## config.mk

```make
export PLATFORM = sky130hd
export DESIGN_NAME = ordered_list_engine_core
export DESIGN_NICKNAME = d
export VERILOG_FILES = /design/src/hdl/olec_pkg.sv /design/src/hdl/olec_store.sv /design/src/hdl/olec_ctrl.sv /design/src/hdl/ordered_list_engine_core.sv
export SDC_FILE = /design/constraint.sdc
export NUM_CORES = 2
export LEC_CHECK = 0
export ABC_AREA = 1
export BUFFER_PORTS_ARGS = -buffer_cell sky130_fd_sc_hd__buf_2
export CORE_MARGIN = 4
export CORE_UTILIZATION = 35
export CTS_BUF_LIST = sky130_fd_sc_hd__clkbuf_4
export DETAILED_ROUTE_END_ITERATION = 6
export SKIP_CTS_REPAIR_TIMING = 1
export SLEW_MARGIN = 20
export SYNTH_ARGS = -nofsm -noshare
export SYNTH_HDL_FRONTEND = slang
export SYNTH_SLANG_ARGS = --single-unit
```

## constraint.sdc

```tcl
create_clock -name clk -period 4.7 [get_ports clk]
set_input_delay 0 -clock clk [delete_from_list [all_inputs] [get_ports clk]]
set_output_delay 0 -clock clk [all_outputs]
set_load 0.01 [all_outputs]
```

## src/hdl/olec_pkg.sv

```systemverilog
package olec_pkg;

  // default node store size
  localparam int CAPACITY_DEF = 64;

  // field widths
  localparam int KEY_W       = 32;
  localparam int OPCODE_W    = 2;
  localparam int STATUS_W    = 2;
  localparam int IN_TDATA_W  = 72;
  localparam int OUT_TDATA_W = 40;

  // operation codes
  localparam logic [OPCODE_W-1:0] OP_INSERT = 2'd0;
  localparam logic [OPCODE_W-1:0] OP_DELETE = 2'd1;
  localparam logic [OPCODE_W-1:0] OP_FIND   = 2'd2;

  // status codes
  localparam logic [STATUS_W-1:0] STAT_OK        = 2'd0;
  localparam logic [STATUS_W-1:0] STAT_NO_ANCHOR = 2'd1;
  localparam logic [STATUS_W-1:0] STAT_NO_KEY    = 2'd2;
  localparam logic [STATUS_W-1:0] STAT_FULL      = 2'd3;

  // anchor value that selects the list front
  localparam logic signed [KEY_W-1:0] ANCHOR_FRONT = -32'sd1;

  // sequencer states
  typedef enum logic [2:0] {
    S_INIT,
    S_IDLE,
    S_WALK,
    S_ALLOC,
    S_LINK,
    S_UNLINK,
    S_DONE
  } olec_state_t;

  // store access strobes
  typedef struct packed {
    logic rd_en;
    logic key_we;
    logic link_we;
  } store_cmd_t;

endpackage

```

## src/hdl/olec_store.sv

```systemverilog
module olec_store #(
  parameter int CAPACITY = 64,
  parameter int AW       = 6,
  parameter int IW       = 7
) (
  input  logic                       clk,
  input  olec_pkg::store_cmd_t       cmd,
  input  logic [AW-1:0]              rd_addr,
  input  logic [AW-1:0]              wr_addr,
  input  logic signed [olec_pkg::KEY_W-1:0] wr_key,
  input  logic [IW-1:0]              wr_link,
  output logic signed [olec_pkg::KEY_W-1:0] rd_key,
  output logic [IW-1:0]              rd_link
);
  import olec_pkg::*;

  logic signed [KEY_W-1:0] key_mem  [CAPACITY];
  logic [IW-1:0]           link_mem [CAPACITY];

  // key memory, one write and one registered read port
  always_ff @(posedge clk) begin
    if (cmd.key_we) begin
      key_mem[wr_addr] <= wr_key;
    end
    if (cmd.rd_en) begin
      rd_key <= key_mem[rd_addr];
    end
  end

  // link memory, same address as the key read
  always_ff @(posedge clk) begin
    if (cmd.link_we) begin
      link_mem[wr_addr] <= wr_link;
    end
    if (cmd.rd_en) begin
      rd_link <= link_mem[rd_addr];
    end
  end

endmodule

```

## src/hdl/olec_ctrl.sv

```systemverilog
module olec_ctrl #(
  parameter int CAPACITY = 64,
  parameter int AW       = 6,
  parameter int IW       = 7
) (
  input  logic                                clk,
  input  logic                                rst,
  // request side
  input  logic                                in_valid,
  output logic                                in_ready,
  input  logic [olec_pkg::OPCODE_W-1:0]       in_opcode,
  input  logic signed [olec_pkg::KEY_W-1:0]   in_key,
  input  logic signed [olec_pkg::KEY_W-1:0]   in_anchor,
  // result side
  output logic                                res_valid,
  input  logic                                res_ready,
  output logic [olec_pkg::STATUS_W-1:0]       res_status,
  output logic                                res_front,
  output logic signed [olec_pkg::KEY_W-1:0]   res_prev_key,
  // node store port
  output olec_pkg::store_cmd_t                cmd,
  output logic [AW-1:0]                       rd_addr,
  output logic [AW-1:0]                       wr_addr,
  output logic signed [olec_pkg::KEY_W-1:0]   wr_key,
  output logic [IW-1:0]                       wr_link,
  input  logic signed [olec_pkg::KEY_W-1:0]   rd_key,
  input  logic [IW-1:0]                       rd_link
);
  import olec_pkg::*;

  localparam logic [IW-1:0] NULL_IDX = IW'(CAPACITY);
  localparam logic [IW-1:0] LAST_IDX = IW'(CAPACITY - 1);

  olec_state_t state, state_next;

  // list header and counters
  logic [IW-1:0] init_idx;
  logic [IW-1:0] first_node;
  logic [IW-1:0] free_head;
  logic [IW-1:0] used_count;

  // request held for the walk
  logic [OPCODE_W-1:0]     op_q;
  logic signed [KEY_W-1:0] key_q;
  logic signed [KEY_W-1:0] anchor_q;
  logic                    at_front;

  // walk position and saved links
  logic [IW-1:0]           cur;
  logic [IW-1:0]           prev_idx;
  logic signed [KEY_W-1:0] prev_key;
  logic [IW-1:0]           nx;
  logic [IW-1:0]           nn;

  logic                    in_fire;
  logic                    in_front;
  logic                    in_walk;
  logic                    store_full;
  logic                    hit_now;
  logic                    link_null;
  logic signed [KEY_W-1:0] target;

  // decode
  assign in_fire    = in_valid && in_ready;
  assign in_front   = (in_opcode == OP_INSERT) && (in_anchor == ANCHOR_FRONT);
  assign in_walk    = (in_opcode == OP_INSERT) ? !in_front :
                      ((in_opcode == OP_DELETE) || (in_opcode == OP_FIND));
  assign store_full = (free_head == NULL_IDX) || (used_count >= NULL_IDX);
  assign target     = (op_q == OP_INSERT) ? anchor_q : key_q;
  assign hit_now    = (rd_key == target);
  assign link_null  = (rd_link == NULL_IDX);

  // next state
  always_comb begin
    state_next = state;
    case (state)
      S_INIT: begin
        if (init_idx == LAST_IDX) state_next = S_IDLE;
      end
      S_IDLE: begin
        if (in_fire) begin
          if (in_walk) begin
            state_next = (first_node == NULL_IDX) ? S_DONE : S_WALK;
          end else if (in_front && !store_full) begin
            state_next = S_ALLOC;
          end else begin
            state_next = S_DONE;
          end
        end
      end
      S_WALK: begin
        if (hit_now) begin
          case (op_q)
            OP_INSERT: state_next = store_full ? S_DONE : S_ALLOC;
            OP_DELETE: state_next = (prev_idx == NULL_IDX) ? S_DONE : S_UNLINK;
            default:   state_next = S_DONE;
          endcase
        end else if (link_null) begin
          state_next = S_DONE;
        end
      end
      S_ALLOC:  state_next = at_front ? S_DONE : S_LINK;
      S_LINK:   state_next = S_DONE;
      S_UNLINK: state_next = S_DONE;
      S_DONE: begin
        if (res_ready) state_next = S_IDLE;
      end
      default:  state_next = S_INIT;
    endcase
  end

  // store accesses and handshakes
  always_comb begin
    cmd       = '0;
    rd_addr   = '0;
    wr_addr   = '0;
    wr_key    = key_q;
    wr_link   = '0;
    in_ready  = 1'b0;
    res_valid = 1'b0;
    case (state)
      S_INIT: begin
        cmd.link_we = 1'b1;
        wr_addr     = init_idx[AW-1:0];
        wr_link     = init_idx + IW'(1);
      end
      S_IDLE: begin
        in_ready = 1'b1;
        if (in_fire) begin
          if (in_walk && (first_node != NULL_IDX)) begin
            cmd.rd_en = 1'b1;
            rd_addr   = first_node[AW-1:0];
          end else if (in_front && !store_full) begin
            cmd.rd_en = 1'b1;
            rd_addr   = free_head[AW-1:0];
          end
        end
      end
      S_WALK: begin
        if (hit_now) begin
          if ((op_q == OP_INSERT) && !store_full) begin
            cmd.rd_en = 1'b1;
            rd_addr   = free_head[AW-1:0];
          end else if (op_q == OP_DELETE) begin
            // freed node goes to the head of the free chain
            cmd.link_we = 1'b1;
            wr_addr     = cur[AW-1:0];
            wr_link     = free_head;
          end
        end else if (!link_null) begin
          cmd.rd_en = 1'b1;
          rd_addr   = rd_link[AW-1:0];
        end
      end
      S_ALLOC: begin
        cmd.key_we  = 1'b1;
        cmd.link_we = 1'b1;
        wr_addr     = free_head[AW-1:0];
        wr_link     = at_front ? first_node : nx;
      end
      S_LINK: begin
        cmd.link_we = 1'b1;
        wr_addr     = cur[AW-1:0];
        wr_link     = nn;
      end
      S_UNLINK: begin
        cmd.link_we = 1'b1;
        wr_addr     = prev_idx[AW-1:0];
        wr_link     = nx;
      end
      S_DONE: begin
        res_valid = 1'b1;
      end
      default: begin
        cmd = '0;
      end
    endcase
  end

  // sequencer registers and datapath
  always_ff @(posedge clk) begin
    if (rst) begin
      state      <= S_INIT;
      init_idx   <= '0;
      first_node <= NULL_IDX;
      free_head  <= '0;
      used_count <= '0;
    end else begin
      state <= state_next;
      case (state)
        S_INIT: begin
          init_idx <= init_idx + IW'(1);
        end
        S_IDLE: begin
          if (in_fire) begin
            op_q         <= in_opcode;
            key_q        <= in_key;
            anchor_q     <= in_anchor;
            at_front     <= in_front;
            cur          <= first_node;
            prev_idx     <= NULL_IDX;
            prev_key     <= '0;
            res_front    <= 1'b0;
            res_prev_key <= '0;
            if (in_walk && (first_node == NULL_IDX)) begin
              res_status <= (in_opcode == OP_INSERT) ? STAT_NO_ANCHOR : STAT_NO_KEY;
            end else if (in_front && store_full) begin
              res_status <= STAT_FULL;
            end else begin
              res_status <= STAT_OK;
            end
          end
        end
        S_WALK: begin
          if (hit_now) begin
            nx <= rd_link;
            case (op_q)
              OP_INSERT: begin
                if (store_full) res_status <= STAT_FULL;
              end
              OP_DELETE: begin
                free_head <= cur;
                if (used_count != '0) used_count <= used_count - IW'(1);
                if (prev_idx == NULL_IDX) first_node <= rd_link;
              end
              default: begin
                if (prev_idx == NULL_IDX) res_front <= 1'b1;
                else res_prev_key <= prev_key;
              end
            endcase
          end else if (link_null) begin
            res_status <= (op_q == OP_INSERT) ? STAT_NO_ANCHOR : STAT_NO_KEY;
          end else begin
            prev_idx <= cur;
            prev_key <= rd_key;
            cur      <= rd_link;
          end
        end
        S_ALLOC: begin
          nn         <= free_head;
          free_head  <= rd_link;
          used_count <= used_count + IW'(1);
          if (at_front) first_node <= free_head;
        end
        default: begin
          init_idx <= init_idx;
        end
      endcase
    end
  end

endmodule

```

## src/hdl/ordered_list_engine_core.sv

```systemverilog
// channel   dir  signals                    payload
// request   in   s_tvalid s_tready s_tdata  opcode, key, anchor_key
// result    out  m_tvalid m_tready m_tdata  status, prev_is_front, prev_key
//
// one request at a time; insert at the front needs no walk, a walking
// request reads its nodes one per cycle through the node store read port.
// after rst the link memory is chained as free, with s_tready low. a new
// request is taken while a result waits in the output register; a stalled
// result holds the sequencer only at its next finish.
module ordered_list_engine_core #(
  parameter int CAPACITY = olec_pkg::CAPACITY_DEF
) (
  input  logic                                clk,
  input  logic                                rst,
  input  logic                                s_tvalid,
  output logic                                s_tready,
  // [1:0] opcode, [33:2] key, [65:34] anchor_key, [71:66] zero
  input  logic [olec_pkg::IN_TDATA_W-1:0]     s_tdata,
  output logic                                m_tvalid,
  input  logic                                m_tready,
  // [1:0] status, [2] prev_is_front, [34:3] prev_key, [39:35] zero
  output logic [olec_pkg::OUT_TDATA_W-1:0]    m_tdata
);
  import olec_pkg::*;

  localparam int AW = (CAPACITY > 1) ? $clog2(CAPACITY) : 1;
  localparam int IW = $clog2(CAPACITY + 1);

  store_cmd_t              cmd;
  logic [AW-1:0]           rd_addr;
  logic [AW-1:0]           wr_addr;
  logic signed [KEY_W-1:0] wr_key;
  logic [IW-1:0]           wr_link;
  logic signed [KEY_W-1:0] rd_key;
  logic [IW-1:0]           rd_link;

  logic                    res_valid;
  logic                    res_ready;
  logic [STATUS_W-1:0]     res_status;
  logic                    res_front;
  logic signed [KEY_W-1:0] res_prev_key;

  logic [STATUS_W-1:0]     status;
  logic                    prev_is_front;
  logic signed [KEY_W-1:0] prev_key;

  olec_ctrl #(
    .CAPACITY (CAPACITY),
    .AW       (AW),
    .IW       (IW)
  ) u_ctrl (
    .clk          (clk),
    .rst          (rst),
    .in_valid     (s_tvalid),
    .in_ready     (s_tready),
    .in_opcode    (s_tdata[1:0]),
    .in_key       (s_tdata[33:2]),
    .in_anchor    (s_tdata[65:34]),
    .res_valid    (res_valid),
    .res_ready    (res_ready),
    .res_status   (res_status),
    .res_front    (res_front),
    .res_prev_key (res_prev_key),
    .cmd          (cmd),
    .rd_addr      (rd_addr),
    .wr_addr      (wr_addr),
    .wr_key       (wr_key),
    .wr_link      (wr_link),
    .rd_key       (rd_key),
    .rd_link      (rd_link)
  );

  olec_store #(
    .CAPACITY (CAPACITY),
    .AW       (AW),
    .IW       (IW)
  ) u_store (
    .clk     (clk),
    .cmd     (cmd),
    .rd_addr (rd_addr),
    .wr_addr (wr_addr),
    .wr_key  (wr_key),
    .wr_link (wr_link),
    .rd_key  (rd_key),
    .rd_link (rd_link)
  );

  // output register, loaded when empty or being drained
  assign res_ready = !m_tvalid || m_tready;

  always_ff @(posedge clk) begin
    if (rst) begin
      m_tvalid <= 1'b0;
    end else if (res_ready) begin
      m_tvalid <= res_valid;
    end
  end

  always_ff @(posedge clk) begin
    if (res_valid && res_ready) begin
      status        <= res_status;
      prev_is_front <= res_front;
      prev_key      <= res_prev_key;
    end
  end

  assign m_tdata = {5'b0, prev_key, prev_is_front, status};

endmodule
```

After elaboration in Yosys (flattened, before gate mapping)
Memory sizes are Yosys's and may differ from the RTL's. A register that Yosys moved wholly into a read port is not among the register bits.
Cells that the tools add are included.
{"block": "totals", "regBits": 229, "ram_bits": 2496, "in_bits": 76, "output_inout_bits": 42, "word_cells": 186, "n_memories": 2}
{"block": "classes", "addsub": 3, "magnitude_cmp": 1, "n_eq_ne": 32, "mux": 92, "n_bitwise": 1, "n_reduce_logical": 34}
{"memory": "u_store.key_mem", "depth": 64, "word_bits": 32, "rd": 1, "rd_clocked_by_memory_dff": 1, "write_ports": 1, "line": "olec_store.sv:17", "text": "logic signed [KEY_W-1:0] key_mem [CAPACITY];"}
{"memory": "u_store.link_mem", "depth": 64, "word_bits": 7, "rd": 1, "rd_clocked_by_memory_dff": 1, "write_ports": 1, "line": "olec_store.sv:18", "text": "logic [IW-1:0] link_mem [CAPACITY];"}
{"cell": "two-way mux 32 bit", "n": 7}
{"cell": "two-way mux 7 bit", "n": 19}
{"cell": "case mux 32 bit (2 select lines)", "n": 2}
{"cell": "case mux 7 bit (2 select lines)", "n": 5}
{"cell": "two-way mux 6 bit", "n": 9}
{"cell": "case mux 7 bit (5 select lines)", "n": 1}
{"cell": "equality test 32 x 1 -> 1 bit (second input constant)", "n": 1}
{"cell": "equality test 32 bit", "n": 1}
{"cell": "case mux 6 bit (5 select lines)", "n": 1}
{"cell": "equality test 7 bit (second input constant)", "n": 4}
{"cell": "two-way mux 3 bit", "n": 9}
{"cell": "two-way mux 2 bit", "n": 11}
{"cell": "two-way mux 1 bit", "n": 21}
{"cell": "case mux 3 bit (6 select lines)", "n": 1}
{"cell": "AND reduction 6 bit", "n": 3}
{"cell": "adder 7 x 1 -> 7 bit (second input constant)", "n": 2}
{"cell": "inequality test 2 x 1 -> 1 bit (second input constant)", "n": 7}
{"cell": "case mux 6 bit (2 select lines)", "n": 1}
{"cell": "inequality test 2 bit (second input constant)", "n": 5}
{"cell": "AND reduction 5 bit", "n": 2}
{"cell": "equality test 3 bit (second input constant)", "n": 3}
{"cell": "AND reduction 3 bit", "n": 3}
{"cell": "logical AND 1 bit", "n": 8}
{"cell": "AND reduction 4 bit", "n": 2}
{"cell": "24 further kinds", "n": 35}

Logic depth before layout (Yosys ltp)
{"block": "depth", "depth_word": 9, "depth_mapped": 25, "depth_no_buf": 23}

Cells and area by module
Synthesis repeated with hierarchy kept, for this count alone.
{"block": "hier_totals", "hier_cells": 9479, "area_unflattened_um2": 112380.3}
{"mod": "olec_store", "instances": 1, "cells_per_inst": 8340, "area_per_inst_um2": 101762.6, "seq_area_each_um2": 76123.0}
{"mod": "olec_ctrl", "instances": 1, "cells_per_inst": 1091, "area_per_inst_um2": 9470.3, "seq_area_each_um2": 5485.3}
{"mod": "ordered_list_engine_core", "instances": 1, "cells_per_inst": 48, "area_per_inst_um2": 1147.4, "seq_area_each_um2": 1071.0}

Worst setup path after synthesis
OpenSTA, ideal clock, no wires.
{"block": "synth_timing", "path_type": "flip-flop to flip-flop", "startpoint": "reg u_ctrl.key_q[27] (netlist: u_ctrl.wr_key[27])", "endpoint": "mem u_store.link_mem[0][5], data pin", "setup_ps": 585, "arrival_time_ps": 4264, "required_ps": 4115, "setup_slack_ps": -149, "path_stages_with_launch": 15, "path_cell_list": "edfxtp_1 inv_1 nand2_1 nand2_1 nand2_1 nand2_1 inv_1 nand2_1 nor2_1 nand2_1 nor2_4 nand2_2 nor3_1 nand2_1 a41oi_1"}
{"block": "synth_between", "elab_chain_len": 4}
{"item": "start: declaration", "line": "olec_ctrl.sv:44", "text": "logic signed [KEY_W-1:0] key_q;"}
{"item": "start signal: assignment", "line": "olec_ctrl.sv:197", "text": "key_q <= in_key;"}
{"item": "two-way mux 32 bit", "line": "olec_ctrl.sv:69", "text": "assign target = (op_q == OP_INSERT) ? anchor_q : key_q;"}
{"item": "equality test 32 bit", "line": "olec_ctrl.sv:70", "text": "assign hit_now = (rd_key == target);"}
{"item": "two-way mux 7 bit", "line": "olec_ctrl.sv:140", "text": "if (hit_now) begin"}
{"item": "case mux 7 bit (5 select lines)", "line": "olec_ctrl.sv:121", "text": "case (state)"}
{"item": "net u_ctrl.wr_link[5]", "line": "olec_ctrl.sv:25", "text": "output logic [IW-1:0] wr_link,"}
{"item": "end: declaration", "line": "olec_store.sv:18"}
The timed path passes the listed nets, and every way through them passes these cells.

Worst setup path in the final report
{"block": "layout_timing", "startpoint": "reg u_ctrl.op_q[1]", "endpoint": "reg u_store.rd_key[7] (netlist name) (read register of u_store.key_mem), data pin"}
{"block": "layout_between", "elab_chain_len": 5, "elab_cells_between_ends": 10}
{"item": "start: declaration", "line": "olec_ctrl.sv:43", "text": "logic [OPCODE_W-1:0] op_q;"}
{"item": "start signal: assignment", "line": "olec_ctrl.sv:196", "text": "op_q <= in_opcode;"}
{"item": "zero test 2 bit (*)", "line": "olec_ctrl.sv:69, olec_ctrl.sv:141"}
{"item": "two-way mux 32 bit or logical AND 1 bit (tied branches)", "line": "olec_ctrl.sv:69, olec_ctrl.sv:141"}
{"item": "equality test 32 bit, or another cell as far along", "line": "olec_ctrl.sv:70"}
{"item": "two-way mux 6 bit or two-way mux 1 bit (tied branches)", "line": "olec_ctrl.sv:140"}
{"item": "case mux 6 bit (2 select lines) or case mux 1 bit (2 select lines) (tied branches)", "line": "olec_ctrl.sv:121"}
{"item": "end: declaration", "line": "olec_store.sv:12", "text": "output logic signed [olec_pkg::KEY_W-1:0] rd_key,"}
Every way passes the cells marked *; elsewhere a longest branch is shown, timed or not.
A chain may end at the register's enable or synchronous reset.

==> results.ini <==
[power]
power_frac_seq_pct=55.7
p_sw_share_pct=21.13
power_density_nw_per_um2=335.8
ir_worst_vdd_mv=0.2028
power.share.combinational_pct=1.0
total_power_mw=48.04
p_leak_nw=55.05
cellInternalPower_mw=37.89
power.switching_mw=10.15
p_clk_share_pct=43.3

[floorplan]
start_util_pct=35.18
io_pins=118
die_x_um=598.1
core_um2=346500
rows=216
dieArea_um2=357700
chipHeight_um=598.1

[sta]
slew_headroom_pct=18.04
setup-tns-final_ns=0
final.period_utilization_pct=95.12
finClkSkew_ns=0.1393
drv_slew=0
setup_viol=0
hold_viol=0
min_period_ns=4.470
tightestPinTransition_ns=1.228
max_freq_mhz=223.7
rsz0062_at_grt=yes

[synthesis]
syn-mean-instance-area_um2=11.05
ys_ff_latch=2764
yosys_warnings=0
synthesis.instances=11030
ys_seq_area_share_pct=67.84
synth.distinct_cells=47
synth_area_um2=121900

[cts]
clk_path_buf_depth=4
clk_pin_slew_ns=0.07
clk_latency_ns=1.41
cts_sinks=2764
numCtsBuffers=713
ctsRootBufferMaster=clkbuf_4
h-tree-depth=6
cts_tree=yes

[run_status]
run_status=complete, no violations

[grt]
grt_pass1_wl_um=543600
use_met3_pct=4.036
gr-max-usage-layer=met2
antenna_found_initial=22
track_usage_pct=20.14
grt.overflow.total=0
globalRouteMet2Util_pct=31.47
grt_max_degree=125
use_met1_pct=27.82
grt_pass1_vias=82130

[detailed_routing]
dr.pass1.iters=6
viasPerCell=5.182
wirelength_um=377500
drt_iter0_drc=11010
drcViolationCount=0
routedWlPerCell_um=22.29
num_vias=87760
postRouteAntennaNets=0

[setup_path]
end_kind=register
cp.required_ns=5.89
arrival_ns=5.66
path_class=register to register
cp_max_fo=44
crit_path_start_kind=register

[placed_design]
portBuffers=106
placed_cell_area_um2=131900
routabilityCongestion=0.8796
detailed_place_hpwl_um=217200

[job]
maxCapViolCount=0

[final_layout]
fin_nets=11940
drive_gt1_share_pct=15.03
fillers=32600
fin_area_um2=143100
syn_to_final_growth_pct=17.39

[min_path]
hold_class=input pin to register

==> routing by layer <==
| metal | vias up | part of all wire (%) |
|---|---|---|
| li1 | 39900 | - |
| met1 | 42760 | 41 |
| met2 | 4413 | 46 |
| met3 | 677 | 9.5 |
| met4 | 10 | 3.5 |
| met5 | - | 0.018 |
==> final cells by class <==
type	count	area (µm²)	area share, %
Sequential cell	2764	82680	57.79
Multi-Input combinational cell	5855	30400	21.25
Timing Repair Buffer	825	8874	6.203
Clock buffer	1044	7838	5.478
Inverter	1693	6385	4.463
Tap cell	4578	5728	4.004
Clock inverter	158	1116	0.7801
Antenna cell	19	47.55	0.03323
==> power groups by stage <==
stage	clock, mW	sequential (mW)	combinational (mW)
2_1_floorplan	0	27.3	0.127
3_3_place_gp	0	27.3	0.308
3_5_place_dp	0	27.3	0.309
4_1_cts	21.2	26.8	0.312
5_1_grt	22.6	26.7	0.489
6_report	20.8	26.8	0.460
==> worst max-delay path: stages (launching register included) <==
cell and delay [ns]:
edfxtp_1 0.50, nor2_4 0.14, buf_12 0.21, nand2_1 0.11
nand2_1 0.08, nand2_1 0.05, nand2_1 0.07, nand2_1 0.05
nor2_1 0.15, nand2_1 0.12, nor2_4 0.18, nand2_2 0.08
buf_4 0.16, nand3_1 0.10, nand3_4 0.27, inv_8 0.35
buf_12 0.26, buf_4 0.23, nand3_1 0.09, nand3_1 0.08
nand3_1 0.19, nand3_1 0.23, nand3_1 0.35, nand2_1 0.18
==> metrics by stage <==
stage                     util, %  hold WS (ns)  setup slack [ns]  instances
after CTS                   40.65        -1.349           0.07934      16710
after floorplan                 -       0.09887          -0.01350      11030
after detailed placement    38.07        0.1784            0.1175      15510
final                       41.29       0.06563            0.2295      16940
after global routing        41.29      -0.03033           0.01441      16930
after global placement      38.07        0.1780            0.1568      15510
==> logic make-up after synthesis <==
group,count (synthesis),share of synthesized area [%]
fa+ha+maj,10,0.1088
other cells,1,0.003077
buf+inv,2415,7.808
simple gates,5674,23.43
flops,2764,67.84
compound gates,162,0.7792
xor+xnor,4,0.02875
==> synthesized netlist by cell type, drive strengths merged <==
| cell | number | area share, % |
|---|---|---|
| o21bai | 1 | 0.0062 |
| nand3b | 964 | 5.9 |
| fa | 1 | 0.016 |
| buf | 403 | 1.6 |
| conb | 1 | 0.0031 |
| a311oi | 1 | 0.0072 |
| or2 | 43 | 0.22 |
| a22oi | 6 | 0.037 |
| nor2 | 288 | 0.95 |
| nand2 | 1666 | 5.1 |
| o211ai | 6 | 0.037 |
| or4 | 2 | 0.012 |
| clkinv | 1 | 0.0031 |
| o21ai | 38 | 0.16 |
| and3 | 1 | 0.0051 |
| nand3 | 2671 | 11 |
| edfxtp | 2732 | 67 |
| o22ai | 6 | 0.031 |
| inv | 1692 | 5.2 |
| xor2 | 1 | 0.0072 |
| a221oi | 5 | 0.036 |
| nand4 | 18 | 0.092 |
| a31oi | 9 | 0.046 |
| a211oi | 17 | 0.10 |
| o2111ai | 1 | 0.0072 |
| xnor2 | 3 | 0.022 |
| a41oi | 3 | 0.022 |
| ha | 9 | 0.092 |
| clkbuf | 319 | 0.98 |
| a21oi | 68 | 0.28 |
| o311ai | 1 | 0.0072 |
| nor3 | 16 | 0.070 |
| nor4b | 1 | 0.0072 |
| nor4 | 4 | 0.021 |
| dfxtp | 32 | 0.53 |
==> placed cells by master (no fill, tap or decap), types with 9 or more instances in the layout <==
master         count
nor2_1           202
nand2_1         1662
dfxtp_1           32
inv_1           1674
a31oi_1            9
buf_12           192
nor2_4            77
buf_4            318
nand3_1         2667
dlygate4sd3_1    206
a211oi_1          17
edfxtp_1        2732
nand3b_1         964
clkbuf_4        1044
diode_2           19
nor3_1            15
a21oi_1           63
clkinv_2           9
nand4_1           18
o21ai_0           31
clkinv_1         106
or2_2             13
nor2_2             9
or2_0             30
bufinv_16         15
ha_1               9
buf_2            106
inv_2             20
==> registers in the layout, summed over array words and instances, names as in the netlist, 32 cells and up <==
name / flops
u_ctrl.anchor_q: 32
u_store.key_mem: 2048
u_ctrl.wr_key: 32
u_ctrl.res_prev_key: 32
prev_key: 32
u_store.rd_key: 32
u_ctrl.prev_key: 32
u_store.link_mem: 448
==> worst paths after layout <==
check | to | depth (start not counted) | slack [ns] | startpoint
max reg2reg | u_store.rd_key[7]$_DFFE_PP_ | 23 | 0.23 | u_ctrl.op_q[1]$_DFFE_PP_
min | u_ctrl.anchor_q[8]$_DFFE_PP_ | 3 | 0.07 | s_tdata[42]
max | u_store.rd_key[7]$_DFFE_PP_ | 23 | 0.23 | u_ctrl.op_q[1]$_DFFE_PP_
min reg2reg | prev_key[5]$_DFFE_PP_ | 0 | 0.41 | u_ctrl.res_prev_key[5]$_SDFFCE_PN0P_
(Power assumes the default switching activity.)
